File: config.mk
export PLATFORM = sky130hd
export DESIGN_NAME = rmq_div
export DESIGN_NICKNAME = d
export VERILOG_FILES = /design/src/rmq_pkg.sv /design/src/rmq_div.sv
export SDC_FILE = /design/constraint.sdc
export NUM_CORES = 2
export LEC_CHECK = 0
export ABC_AREA = 1
export CAP_MARGIN = 20
export CORE_MARGIN = 5
export CORE_UTILIZATION = 50
export DETAILED_ROUTE_END_ITERATION = 12
export DONT_BUFFER_PORTS = 1
export SYNTH_ARGS = -nofsm -noshare
export SYNTH_HDL_FRONTEND = slang
export SYNTH_SLANG_ARGS = --single-unit
File: constraint.sdc
create_clock -name clk -period 2.2 [get_ports clk]
set_input_delay 0.44 -clock clk [delete_from_list [all_inputs] [get_ports clk]]
set_output_delay 0.44 -clock clk [all_outputs]
set_load 0.03 [all_outputs]
File: src/rmq_pkg.sv
// ----------------------------------------------------------------------------
// rmq_pkg
// Shared types and constants for the rotation matrix to quaternion block.
// ----------------------------------------------------------------------------
package rmq_pkg;

	localparam int FRAC_BITS_DEF = 14;
	localparam int ELEM_W = 16;
	localparam int D_W = 17;

	localparam logic [1:0] LEAD_X = 2'd0;
	localparam logic [1:0] LEAD_Y = 2'd1;
	localparam logic [1:0] LEAD_Z = 2'd2;
	localparam logic [1:0] LEAD_W = 2'd3;

	typedef struct packed {
		logic                  zero;
		logic [1:0]            lead;
		logic signed [D_W-1:0] d0;
		logic signed [D_W-1:0] d1;
		logic signed [D_W-1:0] d2;
	} rmq_side_t;

endpackage

File: src/rmq_div.sv
// ----------------------------------------------------------------------------
// rmq_div
// Pipelined restoring division giving s = 2^(2F-1) / root, rounded half up.
// ----------------------------------------------------------------------------
module rmq_div #(
	parameter int FRAC_BITS = rmq_pkg::FRAC_BITS_DEF,
	parameter int TW = 19,
	parameter int HW = 17
) (
	input  logic                    clk,
	input  logic                    arst_n,
	input  logic                    en,
	input  logic                    vld_in,
	input  logic [TW-1:0]           t_in,
	input  logic [HW-1:0]           root_in,
	input  rmq_pkg::rmq_side_t      side_in,
	output logic                    vld_out,
	output logic [TW-1:0]           t_out,
	output logic [2*FRAC_BITS-1:0]  s_out,
	output rmq_pkg::rmq_side_t      side_out
);
	localparam int NW = 2 * FRAC_BITS;
	localparam int RW = HW + 1;

	logic               vld_q  [NW+1];
	logic [TW-1:0]      t_q    [NW+1];
	logic [HW-1:0]      den_q  [NW+1];
	logic [RW-1:0]      rem_q  [NW+1];
	logic [NW-1:0]      num_q  [NW+1];
	logic [NW-1:0]      quo_q  [NW+1];
	rmq_pkg::rmq_side_t side_q [NW+1];

	assign vld_q[0]  = vld_in;
	assign t_q[0]    = t_in;
	assign den_q[0]  = root_in;
	assign rem_q[0]  = '0;
	assign num_q[0]  = (NW'(1) << (NW - 1)) + NW'(root_in >> 1);
	assign quo_q[0]  = '0;
	assign side_q[0] = side_in;

	for (genvar i = 0; i < NW; i++) begin : g_stage
		logic [RW:0] sh;
		logic        take;

		assign sh = {rem_q[i], num_q[i][NW-1]};
		assign take = (sh >= (RW+1)'(den_q[i]));

		always_ff @(posedge clk or negedge arst_n) begin
			if (!arst_n) begin
				vld_q[i+1] <= 1'b0;
			end else if (en) begin
				vld_q[i+1] <= vld_q[i];
			end
		end

		always_ff @(posedge clk) begin
			if (en) begin
				t_q[i+1] <= t_q[i];
				den_q[i+1] <= den_q[i];
				side_q[i+1] <= side_q[i];
				num_q[i+1] <= num_q[i] << 1;
				quo_q[i+1] <= {quo_q[i][NW-2:0], take};
				if (take) begin
					rem_q[i+1] <= RW'(sh - (RW+1)'(den_q[i]));
				end else begin
					rem_q[i+1] <= sh[RW-1:0];
				end
			end
		end
	end

	assign vld_out  = vld_q[NW];
	assign t_out    = t_q[NW];
	assign s_out    = quo_q[NW];
	assign side_out = side_q[NW];
endmodule

Word level (Yosys, flattened, before mapping)
Cells that the tools add are included.
- $add $sub $neg: 28
- $lt $le $gt $ge: 28
- mux-type cells: 27
- operator list (kind ; number):
    19-bit by 17-bit >= comparator with 1-bit output ; 27
    18-bit two-way mux ; 26
    18-bit by 17-bit subtractor with 18-bit output ; 26
    28-bit by 16-bit adder with 28-bit output (first input constant) ; 1
    1-bit by 17-bit subtractor with 18-bit output ; 1
    1-bit by 17-bit >= comparator with 1-bit output ; 1
    1-bit two-way mux ; 1
- bits in registers: 3801
- input bits: 94
- output and inout port bits: 102
- word-level logic and storage cells: 389

Depth between registers and ports, before layout
- depth in word-level cells: 3
- depth in mapped cells: 14
- depth with buffers taken out: 14

Worst setup path after synthesis
No wires, ideal clock.
- kind: register -> register
- from: register den_q[36] (netlist name)
- to: register rem_q (netlist bit g_stage[27].sh[7]), data pin
- setup time: 252 ps
- arrival: 1715 ps
- required time: 1948 ps
- setup slack: 232 ps
- stages on the path, launching flop included: 10
- buffers on the path: 1
- period minus slack after synthesis: 1968 ps
- path through: edfxtp_1 > inv_1 > ha_1 > or2_0 > and2_4 > nand3b_4 > nand4_2 > buf_6 > nand2_1 > nand2_1
- word-level cells in the longest chain between the ends: 2
- elaborated cells between the ends (all ways): 3
- classes of those cells: add/sub: 1; order compare: 1; mux: 1
- RTL lines (element ; RTL line ; text):
    start, declared ; rmq_div.sv:27 ; logic [HW-1:0] den_q [NW+1];
    start signal, assigned by index ; rmq_div.sv:59 ; den_q[i+1] <= den_q[i];
    19-bit by 17-bit >= comparator with 1-bit output ; rmq_div.sv:46 ; assign take = (sh >= (RW+1)'(den_q[i]));
    net g_stage[26].take ; rmq_div.sv:43 ; logic take;
    18-bit two-way mux ; rmq_div.sv:63 ; if (take) begin
    end signal, assigned by index ; rmq_div.sv:64 ; rem_q[i+1] <= RW'(sh - (RW+1)'(den_q[i]));
    end signal, assigned by index ; rmq_div.sv:66 ; rem_q[i+1] <= sh[RW-1:0];
    end, declared ; rmq_div.sv:28 ; logic [RW-1:0] rem_q [NW+1];
The timed path passes the listed nets, and every way through them passes these cells.
A chain may end at the register's enable or synchronous reset.

Worst setup path in the final report
- from: register den_q[293] (netlist name)
- to: register rem_q (netlist bit g_stage[12].sh[9]), data pin
- word-level cells in the longest chain between the ends: 2
- elaborated cells between the ends (all ways): 3
- classes of those cells: add/sub: 1; order compare: 1; mux: 1
- RTL lines (element ; RTL line):
    18-bit by 17-bit subtractor with 18-bit output or 19-bit by 17-bit >= comparator with 1-bit output (tied branches) ; rmq_div.sv:64, rmq_div.sv:46
    18-bit two-way mux (*) ; rmq_div.sv:63
Mark *: on every way between the ends. The rest lies on a longest branch, timed or not.

==> flow_summary.ini <==
[critical_path]
critPathArrivalTime_ns = 2.82
required_ns = 2.82
path_buf_inv = 4
cp_cell_sequence = inv_2 -> ha_4 -> nand2_2 -> nand2_2 -> nand2_2 -> nand2_2 -> nand2_2 -> nand2_2 -> nand2_2 -> buf_6 -> nand4_4 -> buf_12 -> clkbuf_16 -> nand2_2 -> nand2_2
critPathTopFamily = simple AND/OR/NAND/NOR gates
cpPeakStageDelay_ns = 0.47
critPathLaunchType = flip-flop
crit_top_cell = nand2_2
cp-end-kind = flip-flop
worstPathMaxFanout = 6
cp_slowest_cell = edfxtp_1
worst-setup-path-type = flip-flop to flip-flop

[logic_synthesis]
syn-instance-count = 11600
synth_top_cell_by_area = edfxtp_1
synth_seq_cells = 3423
avgSynthCellArea_um2 = 12.2
ys_warn_count = 0
ys_top_cells_by_area = edfxtp_1 72%, nand2_1 11%, inv_1 4.4%
yosysUniqueCellTypes = 36
synth_area_um2 = 142000
ys_seq_area_share_pct = 72.3
synth_fp_nets = 12200
synth_top_area_share_pct = 71.9

[run_status]
violations = negative hold slack, negative setup slack
status = finished with violations

[timing]
whs_ns = -0.373
min_period_ns = 2.20
final_hold_viol_count = 105
fmax_mhz = 454
setup_viol = 1
drv_slew = 0
finalWorstSetupSlack_ns = -0.00155
grt_setup_unrepaired = yes
tns_ns = -0.00155
period_share_pct = 100
relSlewSlack_pct = 2.04
finClkSkew_ns = 0.0823
tightest_slew_ns = 1.47

[die]
row_count = 195
die_h_um = 543
start_util_pct = 50.3
boundaryPins = 196
die-area_um2 = 295000
die_x_um = 543
core_area_um2 = 282000

[drt]
drc_errors = 0
drt-initial-drc-count = 5732
dr.pass1.iters = 5
vias = 83800
wl_per_cell_um = 16.8
wl_mm = 294
postRouteAntennaNets = 0
drt-vias-per-instance = 4.78

[finish]
layout_commonest_cell = nand2_1
nFillCells = 21600
final_util_pct = 63.3
syn_to_final_growth_pct = 26.0
seqCellArea_um2 = 103000
post_route_cells_drive_above_1_share_pct = 26.1
nets = 14100
fin_area_um2 = 179000
multi_input_area_um2 = 39000
layout_common_cells = 3514 x nand2_1, 3395 x edfxtp_1, 1476 x inv_1

[power]
power_density_nw_per_um2 = 1260
ir_worst_vdd_v = 0.000776
p_leak_uw = 0.0751

[placed_design]
gp_congestion = 0.853
place_hpwl_mm = 195
dp_slack_ns = -2.19
port_buffers = 0
place_area_um2 = 155000

[clocking]
cts_root_buffer = clkbuf_16
numCtsBuffers = 349
cts_sinks = 3423
htree_levels = 5
cts_buffer_depth = 4
hold_buffers = 97
cts_tree = done
path_clk_slew_ns = 0.06
worstSkewPairLatency_ns = 0.91

[min_path]
hp-class = input port to flip-flop

[global_routing]
grt_overflow = 0
antenna_found_initial = 5
grt_use_total_pct = 19.0
grt_max_degree = 283
grt_pass1_vias = 81300
grt_first_pass_wirelength_mm = 444

[run]
drv_cap = 0
==> final cells by class <==
| class | count | area share, % |
|---|---|---|
| diodes | 1 | 0.00140 |
| multi-input cells | 6361 | 21.8 |
| repair buffers | 1693 | 8.20 |
| clock inverters | 228 | 1.33 |
| well taps | 3743 | 2.62 |
| clock buffers | 409 | 5.04 |
| flip-flops and latches | 3423 | 57.4 |
| inverters | 1698 | 3.58 |
==> what timing repair did <==
action | 4_1_cts | 5_1_grt
cloned | 12 | 23
hold endpoints to repair | 247 | 105
setup endpoints to repair | 2297 | 720
resized for setup | 56 | 1595
pin swaps | 5 | 383
setup buffers | 0 | 314
==> routing by layer <==
metal / vias to the layer above / GRT usage, % / wire (um)
met5: - / 0 / 0
li1: 42400 / - / -
met2: 1223 / 31.3 / 141000
met3: 428 / 2.07 / 9070
met1: 39800 / 27.3 / 138000
met4: 0 / 4.95 / 6750
==> worst paths after layout <==
check | end | slack, ns | cells after the start | start
worst max-delay path | g_stage[12].sh[9] | -0.002 | 15 | den_q[293]
worst min-delay path | side_q[1472] | -0.37 | 0 | en
worst max register to register | g_stage[12].sh[9] | -0.002 | 15 | den_q[293]
worst min register to register | quo_q[124] | 0.37 | 0 | quo_q[151]
max in group asynchronous | vld_q[23] | 1.93 | 3 | arst_n
min in group asynchronous | vld_q[3] | 0.10 | 3 | arst_n
==> logic make-up after synthesis <==
| family | Yosys count | synth area share, % |
|---|---|---|
| XOR/XNOR | 191 | 1.18 |
| AND/OR/NAND/NOR | 5270 | 15.1 |
| flip-flops | 3423 | 72.3 |
| adder cells (fa/ha/maj) | 486 | 4.42 |
| buffers and inverters | 1857 | 5.41 |
| AO/OA/AOI/OAI | 413 | 1.53 |
==> power breakdown <==
| group | leakage [uW] | switching, uW | total [uW] | internal (uW) |
|---|---|---|---|---|
| clock network | 0.00552 | 24500 | 57800 | 33400 |
| registers | 0.0335 | 5900 | 88700 | 82800 |
| logic | 0.0361 | 43100 | 79200 | 36100 |
| total | 0.0751 | 73500 | 226000 | 152000 |
==> cell usage after synthesis <==
cell type,count
nor2_4,23
nor2_2,15
nand4_1,42
fa_1,26
a21oi_1,302
edfxtp_1,3395
o21bai_1,24
nand3b_1,70
buf_1,1
nand2_2,5
nand3_1,369
a21boi_0,1
nand4_4,3
nor3b_1,1
o211ai_1,1
xnor2_1,41
nand3_2,13
nand3b_4,5
and2_4,5
or2_0,5
or2_1,1
dfrtp_1,28
buf_4,118
xor2_1,150
inv_2,23
or2_2,24
buf_6,35
nor3_1,59
o21ai_0,74
nand4_2,24
a21oi_2,11
ha_1,460
nor2_1,592
nand2_1,4014
inv_1,1675
clkbuf_1,5
==> registers in the layout, indices dropped and copies added, names as in the netlist <==
| signal | flops |
|---|---|
| vld_out | 1 |
| g_stage.sh | 486 |
| num_q | 11 |
| t_q | 513 |
| side_out | 54 |
| t_out | 19 |
| quo_q | 378 |
| side_q | 1458 |
| s_out | 28 |
| den_q | 448 |
| vld_q | 27 |
==> metrics by stage <==
step	instances	power [uW]
after floorplan	11600	125000
after global routing	17600	240000
after CTS	17200	214000
final	17600	226000
after detailed placement	16500	154000
after global placement	16500	154000
Note: power is estimated with default switching activity, not from simulation.
