### src/rmq_pkg.sv
// ----------------------------------------------------------------------------
// rmq_pkg
// Shared types and constants for the rotation matrix to quaternion block.
// ----------------------------------------------------------------------------
package rmq_pkg;

	localparam int FRAC_BITS_DEF = 14;
	localparam int ELEM_W = 16;
	localparam int D_W = 17;

	localparam logic [1:0] LEAD_X = 2'd0;
	localparam logic [1:0] LEAD_Y = 2'd1;
	localparam logic [1:0] LEAD_Z = 2'd2;
	localparam logic [1:0] LEAD_W = 2'd3;

	typedef struct packed {
		logic                  zero;
		logic [1:0]            lead;
		logic signed [D_W-1:0] d0;
		logic signed [D_W-1:0] d1;
		logic signed [D_W-1:0] d2;
	} rmq_side_t;

endpackage

### src/rmq_sqrt.sv
// ----------------------------------------------------------------------------
// rmq_sqrt
// Pipelined integer square root of t * 2^F, one root bit per stage.
// ----------------------------------------------------------------------------
module rmq_sqrt #(
	parameter int FRAC_BITS = rmq_pkg::FRAC_BITS_DEF,
	parameter int TW = 19,
	parameter int HW = 17
) (
	input  logic                    clk,
	input  logic                    arst_n,
	input  logic                    en,
	input  logic                    vld_in,
	input  logic [TW-1:0]           t_in,
	input  rmq_pkg::rmq_side_t      side_in,
	output logic                    vld_out,
	output logic [TW-1:0]           t_out,
	output logic [HW-1:0]           root_out,
	output rmq_pkg::rmq_side_t      side_out
);
	localparam int SW = 2 * HW;

	logic               vld_q  [HW+1];
	logic [TW-1:0]      t_q    [HW+1];
	logic [HW-1:0]      root_q [HW+1];
	logic [HW+1:0]      rem_q  [HW+1];
	logic [SW-1:0]      val_q  [HW+1];
	rmq_pkg::rmq_side_t side_q [HW+1];

	assign vld_q[0]  = vld_in;
	assign t_q[0]    = t_in;
	assign root_q[0] = '0;
	assign rem_q[0]  = '0;
	assign val_q[0]  = SW'(t_in) << FRAC_BITS;
	assign side_q[0] = side_in;

	for (genvar i = 0; i < HW; i++) begin : g_stage
		logic [HW+3:0] sh;
		logic [HW+3:0] trial;
		logic          take;

		assign sh = {rem_q[i], val_q[i][SW-1:SW-2]};
		assign trial = {2'b00, root_q[i], 2'b01};
		assign take = (sh >= trial);

		always_ff @(posedge clk or negedge arst_n) begin
			if (!arst_n) begin
				vld_q[i+1] <= 1'b0;
			end else if (en) begin
				vld_q[i+1] <= vld_q[i];
			end
		end

		always_ff @(posedge clk) begin
			if (en) begin
				t_q[i+1] <= t_q[i];
				side_q[i+1] <= side_q[i];
				val_q[i+1] <= val_q[i] << 2;
				if (take) begin
					rem_q[i+1] <= (HW+2)'(sh - trial);
					root_q[i+1] <= {root_q[i][HW-2:0], 1'b1};
				end else begin
					rem_q[i+1] <= sh[HW+1:0];
					root_q[i+1] <= {root_q[i][HW-2:0], 1'b0};
				end
			end
		end
	end

	assign vld_out  = vld_q[HW];
	assign t_out    = t_q[HW];
	assign root_out = root_q[HW];
	assign side_out = side_q[HW];
endmodule

### config.mk
export PLATFORM = sky130hd
export DESIGN_NAME = rmq_sqrt
export DESIGN_NICKNAME = d
export VERILOG_FILES = /design/src/rmq_pkg.sv /design/src/rmq_sqrt.sv
export SDC_FILE = /design/constraint.sdc
export NUM_CORES = 1
export LEC_CHECK = 0
export BUFFER_PORTS_ARGS = -buffer_cell sky130_fd_sc_hd__buf_2
export CAP_MARGIN = 10
export CELL_PAD_IN_SITES_DETAIL_PLACEMENT = 1
export CELL_PAD_IN_SITES_GLOBAL_PLACEMENT = 1
export CORE_UTILIZATION = 58
export DETAILED_ROUTE_END_ITERATION = 12
export PLACE_DENSITY = 0.84
export SETUP_SLACK_MARGIN = 0.4
export SYNTH_ARGS = -nofsm -noshare
export SYNTH_HDL_FRONTEND = slang
export SYNTH_SLANG_ARGS = --single-unit
### constraint.sdc
create_clock -name clk -period 7.8 [get_ports clk]
set_input_delay 0.39 -clock clk [delete_from_list [all_inputs] [get_ports clk]]
set_output_delay 0.39 -clock clk [all_outputs]
set_load 0.03 [all_outputs]
# Word-level counts from Yosys, hierarchy flattened
# Cells that the tools add are included.
[classes]
addsub = 16
order_cmp = 17
muxes = 33
[ops]
columns = ["op", "count"]
rows = [
  ["19-bit 2-to-1 mux", 15],
  ["21-bit by 10-bit >= comparator with 1-bit output", 1],
  ["21-bit by 11-bit >= comparator with 1-bit output", 1],
  ["21-bit by 12-bit >= comparator with 1-bit output", 1],
  ["21-bit by 13-bit >= comparator with 1-bit output", 1],
  ["21-bit by 14-bit >= comparator with 1-bit output", 1],
  ["21-bit by 15-bit >= comparator with 1-bit output", 1],
  ["21-bit by 16-bit >= comparator with 1-bit output", 1],
  ["21-bit by 17-bit >= comparator with 1-bit output", 1],
  ["21-bit by 18-bit >= comparator with 1-bit output", 1],
  ["21-bit by 3-bit >= comparator with 1-bit output", 1],
  ["21-bit by 4-bit >= comparator with 1-bit output", 1],
  ["21-bit by 5-bit >= comparator with 1-bit output", 1],
  ["21-bit by 6-bit >= comparator with 1-bit output", 1],
  ["21-bit by 7-bit >= comparator with 1-bit output", 1],
  ["21-bit by 8-bit >= comparator with 1-bit output", 1],
  ["21-bit by 9-bit >= comparator with 1-bit output", 1],
  ["19-bit by 10-bit subtractor with 19-bit output", 1],
  ["19-bit by 11-bit subtractor with 19-bit output", 1],
  ["19-bit by 12-bit subtractor with 19-bit output", 1],
  ["19-bit by 13-bit subtractor with 19-bit output", 1],
  ["19-bit by 14-bit subtractor with 19-bit output", 1],
  ["19-bit by 15-bit subtractor with 19-bit output", 1],
  ["19-bit by 16-bit subtractor with 19-bit output", 1],
  ["11 further kinds", 28],
]
[totals]
ff_bits = 1788
inputBits = 77
out_inout_bits = 91
word_cells = 234

# Logic depth before layout (Yosys ltp)
# Gate-level depths: netlist of the first run.
[logic_depth]
depth_word = 2
mapped_depth = 11
mapped_depth_nobuf = 11

# Least setup slack after synthesis of the first run
# No wires, ideal clock.
[synth_path]
path_type = "register to register"
start = "reg rem_q (netlist bit g_stage[13].sh[2])"
end = "reg rem_q (netlist bit g_stage[14].sh[4]) (data pin)"
setup_ps = 267
arrival_time_ps = 2523
required_ps = 7533
path_slack_ps = 5010
path_stages_with_launch = 9
n_path_buf = 1
period_less_slack_ps = 2790
path_cell_list = "edfxtp_1 > ha_1 > a211oi_1 > o21ai_0 > o21ai_0 > o21ai_0 > a211oi_1 > clkbuf_1 > o21ai_0"
[synth_via]
elab_chain_cells = 2
elab_cells_between_ends = 3
classes_between = "1 x add/sub; 1 x order compare; 1 x mux"
[synth_rtl]
columns = ["item", "line_no", "rtl"]
rows = [
  ["start: declaration", "rmq_sqrt.sv:26", "logic [HW+1:0] rem_q [HW+1];"],
  ["start signal: indexed assignment", "rmq_sqrt.sv:60", "rem_q[i+1] <= (HW+2)'(sh - trial);"],
  ["start signal: indexed assignment", "rmq_sqrt.sv:63", "rem_q[i+1] <= sh[HW+1:0];"],
  ["19-bit by 15-bit subtractor with 19-bit output / 21-bit by 15-bit >= comparator with 1-bit output (equally long branches)", "rmq_sqrt.sv:60, rmq_sqrt.sv:44", ""],
  ["19-bit 2-to-1 mux *", "rmq_sqrt.sv:59", "if (take) begin"],
]
# Every way passes the cells marked *; elsewhere a longest branch is shown, timed or not.
# A chain may end at the register's enable or synchronous reset.

# Worst setup path in the final report of the first run
[layout_path]
start = "reg rem_q (netlist bit g_stage[12].sh[8])"
end = "reg rem_q (netlist bit g_stage[13].sh[13]) (data pin)"
[layout_via]
elab_chain_cells = 2
elab_cells_between_ends = 3
classes_between = "1 x add/sub; 1 x order compare; 1 x mux"
[layout_rtl]
columns = ["item", "line_no"]
rows = [
  ["19-bit by 14-bit subtractor with 19-bit output / 21-bit by 14-bit >= comparator with 1-bit output (equally long branches)", "rmq_sqrt.sv:60, rmq_sqrt.sv:44"],
  ["19-bit 2-to-1 mux *", "rmq_sqrt.sv:59"],
]
# Marked as above.

==> results.cfg, run 1 <==
[yosys]
synth_edf_count = 1642
synthAdderAreaFrac_pct = 3.388
synth_fp_nets = 3561
yosys_warnings = 0
synth_top_area_share_pct = 81.12
synth_top_family_by_area = compound AO/OA/AOI/OAI gates
seq_area_frac_synth_pct = 81.82
synth_seq_cells = 1659
synth-simple-area-share_pct = 4.362
synth_xor_area_share_pct = 2.478
netlist_area_um2 = 60780
synth_cell_types = 71
synth_mux_area_share_pct = 1.105
yosysMostFrequentCell = edfxtp_1
ys.flop_type = edfxtp_1
syn-instance-count = 3323
async_flop_share_pct = 1.025
synth_compound_area_share_pct = 4.428
synth_area_leaders = edfxtp_1 (81%), ha_1 (3.2%), xnor2_1 (1.3%)
synth_area_leader_cell = edfxtp_1
syn_avg_cell_area_um2 = 18.29
yosys-top-cells-count = edfxtp_1 (1642), inv_1 (209), ha_1 (155), nor2_1 (134), a21oi_1 (120)

[placed_design]
dp_hpwl_mm = 60.64
dp_cells = 4789
io_buffers = 167
gp_congestion = 0.8627

[critical_path]
endpoint_kind = register
slowest_delay_ns = 0.72
r2r_setup_slack_ns = 4.27
rr_worst_depth = 7
cp.required_ns = 8.30
crit_type = reg2reg
r2r_start = g_stage[12].sh[8]$_DFFE_PP_
timing.rr.end = g_stage[13].sh[13]$_DFFE_PP_
crit_chain = ha_1 > a2111oi_0 > o21ai_0 > nand3_1 > a31oi_1 > nor2_1 > mux2_2
critPathMaxFanout = 11
crit_family = compound AO/OA/AOI/OAI gates
crit_slowest_cell = nor2_1
arrival_ns = 4.02
timing.critical_path.buf_inv = 0
startpoint_type = register

[clocking]
cts_resized = 0
clock_latency_ns = 0.78
root_buffer = clkbuf_16
cts_max_level = 4
cts_tree = yes
postCtsSetupRepairBufs = 0
ctsHoldBuffers = 75
clock-sinks = 1659
cts_buffer_depth = 3
numCtsBuffers = 163
path_clk_slew_ns = 0.07

[drt]
drtIter0Drc = 1349
dr_total_vias = 27570
ant_nets = 0
drt-total-wl_mm = 102.3
viasPerCell = 5.346
drc = 0
first_pass_iters = 5
wire_per_inst_um = 19.84

[die]
rows = 118
coreArea_um2 = 103600
die-area_um2 = 106100
num_io_pins = 168
start_util_pct = 58.65
die_w_um = 325.7
die-height_um = 325.7

[hold_path]
min_path_type = in2async

[global_routing]
grt_pass1_wl_mm = 159.8
grt_overflow = 0
antenna_found_initial = 1
grt_start_max_net_pins = 208
grt_pass1_vias = 29775
track_usage_pct = 19.46

[final_layout]
drive_gt1_share_pct = 12.92
final_nets = 3887
fin_cells = 5157
ff_latch_area_um2 = 49730
area_growth_pct = 13.28
fillCellCount = 8804
final_util_pct = 66.43
multi_input_area_um2 = 9600

[pwr]
pwr_density_cell_nw_per_um2 = 291.6
p_leak_nw = 24.88
irDropWorstVdd_v = 0.0002383
power.total_mw = 20.08

[job]
cap_viol_max_count = 0

[sta]
min_period_ns = 3.526
hold_violations = 0
slew_headroom_pct = 26.89
fmax_mhz = 283.6
rsz0062_at_grt = no
setup_tns_ns = 0
setup_viol = 0
worst_pin_slew_ns = 1.097
fin_skew_ns = 0.03403
min_period_over_period_pct = 45.20
drv_slew = 0

[run_status]
status = finished clean
==> placed cells by master, fill, tap and decap left out, types with 15 or more instances in the layout <==
master and instances:
a21o_1 31, a21oi_1 120, buf_2 166, buf_4 18, clkbuf_1 37, clkbuf_16 167
clkinv_1 36, clkinv_2 29, dfrtp_1 17, dlygate4sd3_1 75, edfxtp_1 1642, ha_1 155
inv_1 209, mux2_2 57, nand2_1 113, nand2b_1 27, nand3_1 25, nor2_1 134
nor2b_1 24, nor3_1 66, nor4_1 36, o21a_1 49, o21ai_0 113, o31ai_1 18
or3_1 15, or4_1 17, xnor2_1 90, xor2_1 82
==> metrics by stage <==
| step | setup WS, ns | area, µm² | hold slack (ns) |
|---|---|---|---|
| detailed placement | 4.377 | 62930 | 0.3538 |
| CTS | 4.291 | 68850 | 0.06608 |
| global placement | 4.622 | 62930 | 0.3112 |
| global route | 3.944 | 68850 | 0.1563 |
| floorplan | 5.010 | 60780 | 0.09441 |
| finish | 4.274 | 68860 | 0.1527 |
==> worst max-delay path by stage <==
stage                               startpoint                            to  depth (start not counted)
5_1_grt            g_stage[12].sh[8]$_DFFE_PP_  g_stage[13].sh[13]$_DFFE_PP_                          7
6_report           g_stage[12].sh[8]$_DFFE_PP_  g_stage[13].sh[13]$_DFFE_PP_                          7
3_3_place_gp   g_stage[11].sh[2]$_SDFFCE_PP0P_  g_stage[12].sh[20]$_DFFE_PP_                         10
3_5_place_dp       g_stage[12].sh[8]$_DFFE_PP_  g_stage[13].sh[12]$_DFFE_PP_                          7
4_1_cts            g_stage[12].sh[8]$_DFFE_PP_  g_stage[13].sh[13]$_DFFE_PP_                          7
2_1_floorplan  g_stage[13].sh[2]$_SDFFCE_PP0P_   g_stage[14].sh[4]$_DFFE_PP_                          8
==> cell type report <==
| type | instances | share of cell area [%] |
|---|---|---|
| Clock inverter | 88 | 1.236 |
| Inverter | 210 | 1.145 |
| Antenna cell | 1 | 0.003634 |
| Sequential cell | 1659 | 72.23 |
| Multi-Input combinational cell | 1350 | 13.94 |
| Timing Repair Buffer | 265 | 2.668 |
| Clock buffer | 204 | 6.271 |
| Tap cell | 1380 | 2.508 |
==> logic make-up (layout without fill, tap and decap cells) <==
kind of cell               Yosys count  in the layout
xor gates and xnor gates           172            172
DFF                               1659           1659
other                                1              2
and+or+nand+nor                    526            526
adders and majority gates          161            161
buffers and inverters              314            767
muxes                               60             60
AOI/OAI and AO/OA                  430            430
==> where the power goes <==
part	switching (mW)	total, mW	leakage (nW)	internal, mW
Sequential	0.351	11.0	16.1	10.6
Combinational	0.882	1.48	6.29	0.601
Clock	3.21	7.60	2.53	4.39
Total	4.45	20.1	24.9	15.6
==> registers in the layout, summed over array words and instances, names as in the netlist <==
| signal | cells |
|---|---|
| g_stage.sh | 265 |
| g_stage.trial | 120 |
| root_out | 16 |
| side_out | 54 |
| side_q | 864 |
| t_out | 19 |
| t_q | 304 |
| vld_out | 1 |
| vld_q | 16 |
==> metal layers <==
layer,GRT usage (%),vias to the layer above,share of wire (%)
met4,6.705,0,2.5
li1,-,13222,-
met3,3.124,189,3.1
met2,38.01,443,57
met5,0,-,0
met1,21.04,13716,38
Note: power is estimated with default switching activity, not from simulation.
==> run 2: changes to the inputs <==
--- a/config.mk
+++ b/config.mk
@@ -5,13 +5,14 @@
 export SDC_FILE = /design/constraint.sdc
 export NUM_CORES = 1
 export LEC_CHECK = 0
+export ABC_AREA = 1
 export BUFFER_PORTS_ARGS = -buffer_cell sky130_fd_sc_hd__buf_2
 export CAP_MARGIN = 10
 export CELL_PAD_IN_SITES_DETAIL_PLACEMENT = 1
 export CELL_PAD_IN_SITES_GLOBAL_PLACEMENT = 1
-export CORE_UTILIZATION = 58
+export CORE_UTILIZATION = 47
 export DETAILED_ROUTE_END_ITERATION = 12
-export PLACE_DENSITY = 0.84
+export PLACE_DENSITY = 0.75
 export SETUP_SLACK_MARGIN = 0.4
 export SYNTH_ARGS = -nofsm -noshare
 export SYNTH_HDL_FRONTEND = slang
==> constraint.sdc (replaced) <==
create_clock -name clk -period 3.1 [get_ports clk]
set_input_delay 0.155 -clock clk [delete_from_list [all_inputs] [get_ports clk]]
set_output_delay 0.155 -clock clk [all_outputs]
set_load 0.03 [all_outputs]
==> run 2 against run 1 <==
Net effect:
- critical path depth increased by 4
- power rose to 2.6 times the previous value
- worst hold slack got worse by 0.098 ns
- clock power rose to 2.7 times the previous value
- first-iteration DRC count is 44% higher
- highest routed layer unchanged
- sequential power increased to 2.5 times the previous value
- sequential share of layout area shrank 5.1 points
- final cell count rose by 33%
- critical endpoint is now g_stage[14].sh[5]$_DFFE_PP_
==> results.cfg, run 2 <==
[pwr]
irDropWorstVdd_v = 0.0005604
p_sw_share_pct = 23.79
seqPwrFrac_pct = 51.9
pwr-share-comb_pct = 9.1
switching_power_mw = 12.61
clock_power_share_pct = 39.0
p_int_mw = 40.39
pwr_density_cell_nw_per_um2 = 714.8
power.total_mw = 53.00
p_leak_nw = 29.03

[final_layout]
final_cell_mix = edfxtp_1 (1642), nand2_1 (969), inv_1 (548)
area_growth_pct = 15.04
final_util_pct = 54.59
ff_latch_area_um2 = 49730
drive_gt1_share_pct = 10.81
mostFrequentLayoutCell = edfxtp_1
largest_reg_flops = 864
fillCellCount = 13290
multi_input_area_um2 = 11790
final_nets = 5195
regMostFlops = side_q

[sta]
fin_skew_ns = 0.04436
worst_pin_slew_ns = 0.7776
setup_tns_ns = 0
layout_setup_ws_ns = 0.6218
slew_headroom_pct = 48.16
rsz0062_at_grt = no
setup_viol = 0
fmax_mhz = 403.5
hold_violations = 0
drv_slew = 0
min_period_over_period_pct = 79.94
min_period_ns = 2.478

[clocking]
clock_latency_ns = 0.81
root_buffer = clkbuf_16
cts_max_level = 4
clock-sinks = 1659
cts_buffer_depth = 3
cts_tree = yes
numCtsBuffers = 170
path_clk_slew_ns = 0.06

[yosys]
synth_top_area_share_pct = 76.51
yosys_warnings = 0
async_flop_share_pct = 1.025
synth_area_leaders = edfxtp_1 (77%), nand2_1 (5.6%), inv_1 (3.2%)
seq_area_frac_synth_pct = 77.17
syn-instance-count = 4566
syn_avg_cell_area_um2 = 14.11
synth_cell_types = 49
yosys-top-cells-count = edfxtp_1 (1642), nand2_1 (969), inv_1 (548), nor2_1 (297), nand3_1 (230)
ys.flop_type = edfxtp_1
synth_area_leader_cell = edfxtp_1
netlist_area_um2 = 64450
yosysMostFrequentCell = edfxtp_1
synth_fp_nets = 4804
synth_edf_count = 1642
synth_seq_cells = 1659

[global_routing]
grt_overflow = 0
track_usage_pct = 17.82
grt_pass1_wl_mm = 192.0
antenna_found_initial = 2
grt_start_max_net_pins = 135
grt_pass1_vias = 35893

[placed_design]
dp_hpwl_mm = 83.26
place_ws_ns = 0.5803
io_buffers = 167
gp_congestion = 0.8812

[die]
die-height_um = 372.3
coreArea_um2 = 135800
die-area_um2 = 138600
die_w_um = 372.3
rows = 135
start_util_pct = 47.46
num_io_pins = 168

[critical_path]
crit_type = reg2reg
cp.required_ns = 3.63
crit_slowest_cell = edfxtp_1
slowest_delay_ns = 0.39
startpoint_type = register
endpoint_kind = register
arrival_ns = 3.01
crit_chain = ha_1 > nand2_1 > nand2_1 > a21oi_2 > nor2_1 > nor2_1 > nand2_1 > nand2_2 > nand2_2 > nand2_1 > nand2_1
critPathMaxFanout = 19
cpMostUsedCell = nand2_1

[job]
cap_viol_max_count = 0

[drt]
first_pass_iters = 5
drc = 0
viasPerCell = 4.936
ant_nets = 0
drt-total-wl_mm = 121.5
wire_per_inst_um = 17.66
drtIter0Drc = 1945
dr_total_vias = 33952

[hold_path]
min_path_type = in2reg

[run_status]
status = finished clean
-- run 2: changes by cell type in the layout (fill, tap and decap cells not counted), sizes merged, moves of 29 or more --
cell and change:
a21oi +43, dlygate4sd3 +31, inv +346, mux2 -56
nand2 +880, nand3 +210, nand3b +29, nor2 +177
nor3 -31, o21a -46, xnor2 -49
-- run 2: area by class of cell --
class / instances / share of cell area, %
Antenna cell: 1 / 0.003375
Clock buffer: 216 / 6.052
Clock inverter: 96 / 1.774
Inverter: 556 / 2.823
Multi-Input combinational cell: 2246 / 15.90
Sequential cell: 1659 / 67.08
Tap cell: 1781 / 3.006
Timing Repair Buffer: 324 / 3.365
-- run 2: power groups by stage --
stage | Combinational (mW) | Clock (mW) | Sequential, mW
final | 4.83 | 20.7 | 27.5
after global routing | 5.50 | 22.0 | 27.6
after CTS | 4.89 | 21.3 | 27.5
after detailed placement | 4.76 | 0 | 28.0
after global placement | 4.61 | 0 | 27.8
after floorplan | 3.14 | 0 | 27.6
-- run 2: what timing repair did --
item | 4_1_cts | 5_1_grt
buffers inserted | 0 | 1
hold endpoints to repair | 147 | 0
resized for setup | 0 | 1
hold buffers | 106 | 0
endpoints found under the setup margin | 0 | 6
-- run 2: routing by layer --
| layer | track usage, % | wire (µm) | vias to the layer above |
|---|---|---|---|
| met5 | 0 | 0 | - |
| li1 | - | - | 16588 |
| met3 | 3.079 | 4011 | 206 |
| met4 | 5.722 | 3001 | 0 |
| met1 | 22.43 | 53240 | 16662 |
| met2 | 31.19 | 61210 | 496 |
-- run 2: critical path: cells and delay by family, from the launching register on --
family	cells	cell delay, ns
AO/OA/AOI/OAI	1	0.15
adder cells (fa/ha/maj)	1	0.37
flip-flops	1	0.39
AND/OR/NAND/NOR	9	1.31
-- run 2: final timing paths --
| kind | slack (ns) | startpoint | cells past startpoint | end |
|---|---|---|---|---|
| setup reg to reg | 0.62 | g_stage[13].sh[6]$_DFFE_PP_ | 11 | g_stage[14].sh[5]$_DFFE_PP_ |
| hold / removal | 0.05 | side_in[24] | 2 | side_q[888]$_DFFE_PP_ |
| max in group asynchronous | 2.11 | arst_n | 3 | vld_q[13]$_DFFE_PN0P_ |
| min in group asynchronous | 0.50 | arst_n | 3 | vld_q[1]$_DFFE_PN0P_ |
| setup / recovery | 0.62 | g_stage[13].sh[6]$_DFFE_PP_ | 11 | g_stage[14].sh[5]$_DFFE_PP_ |
| hold reg to reg | 0.38 | side_q[796]$_DFFE_PP_ | 0 | side_q[742]$_DFFE_PP_ |
-- run 2: kinds of logic (layout without fill, tap and decap cells) --
kind of cell	Yosys count	in the layout	synth area share (%)
DFF	1659	1659	77.17
muxes	1	1	0.01747
buffers and inverters	661	1192	4.543
adders and majority gates	161	161	3.196
AOI/OAI and AO/OA	300	300	2.518
xor gates and xnor gates	102	102	1.386
and+or+nand+nor	1681	1681	11.17
other	1	2	0.005819
-- run 2: stage by stage --
step                      std cells  hold WS (ns)  instance area, µm²
after CTS                      6877     0.0007443               74130
final                          6879       0.05481               74140
after global placement         6459       0.08841               67270
after floorplan                4566       -0.1406               64450
after global routing           6879       0.01985               74140
after detailed placement       6459       0.09504               67270
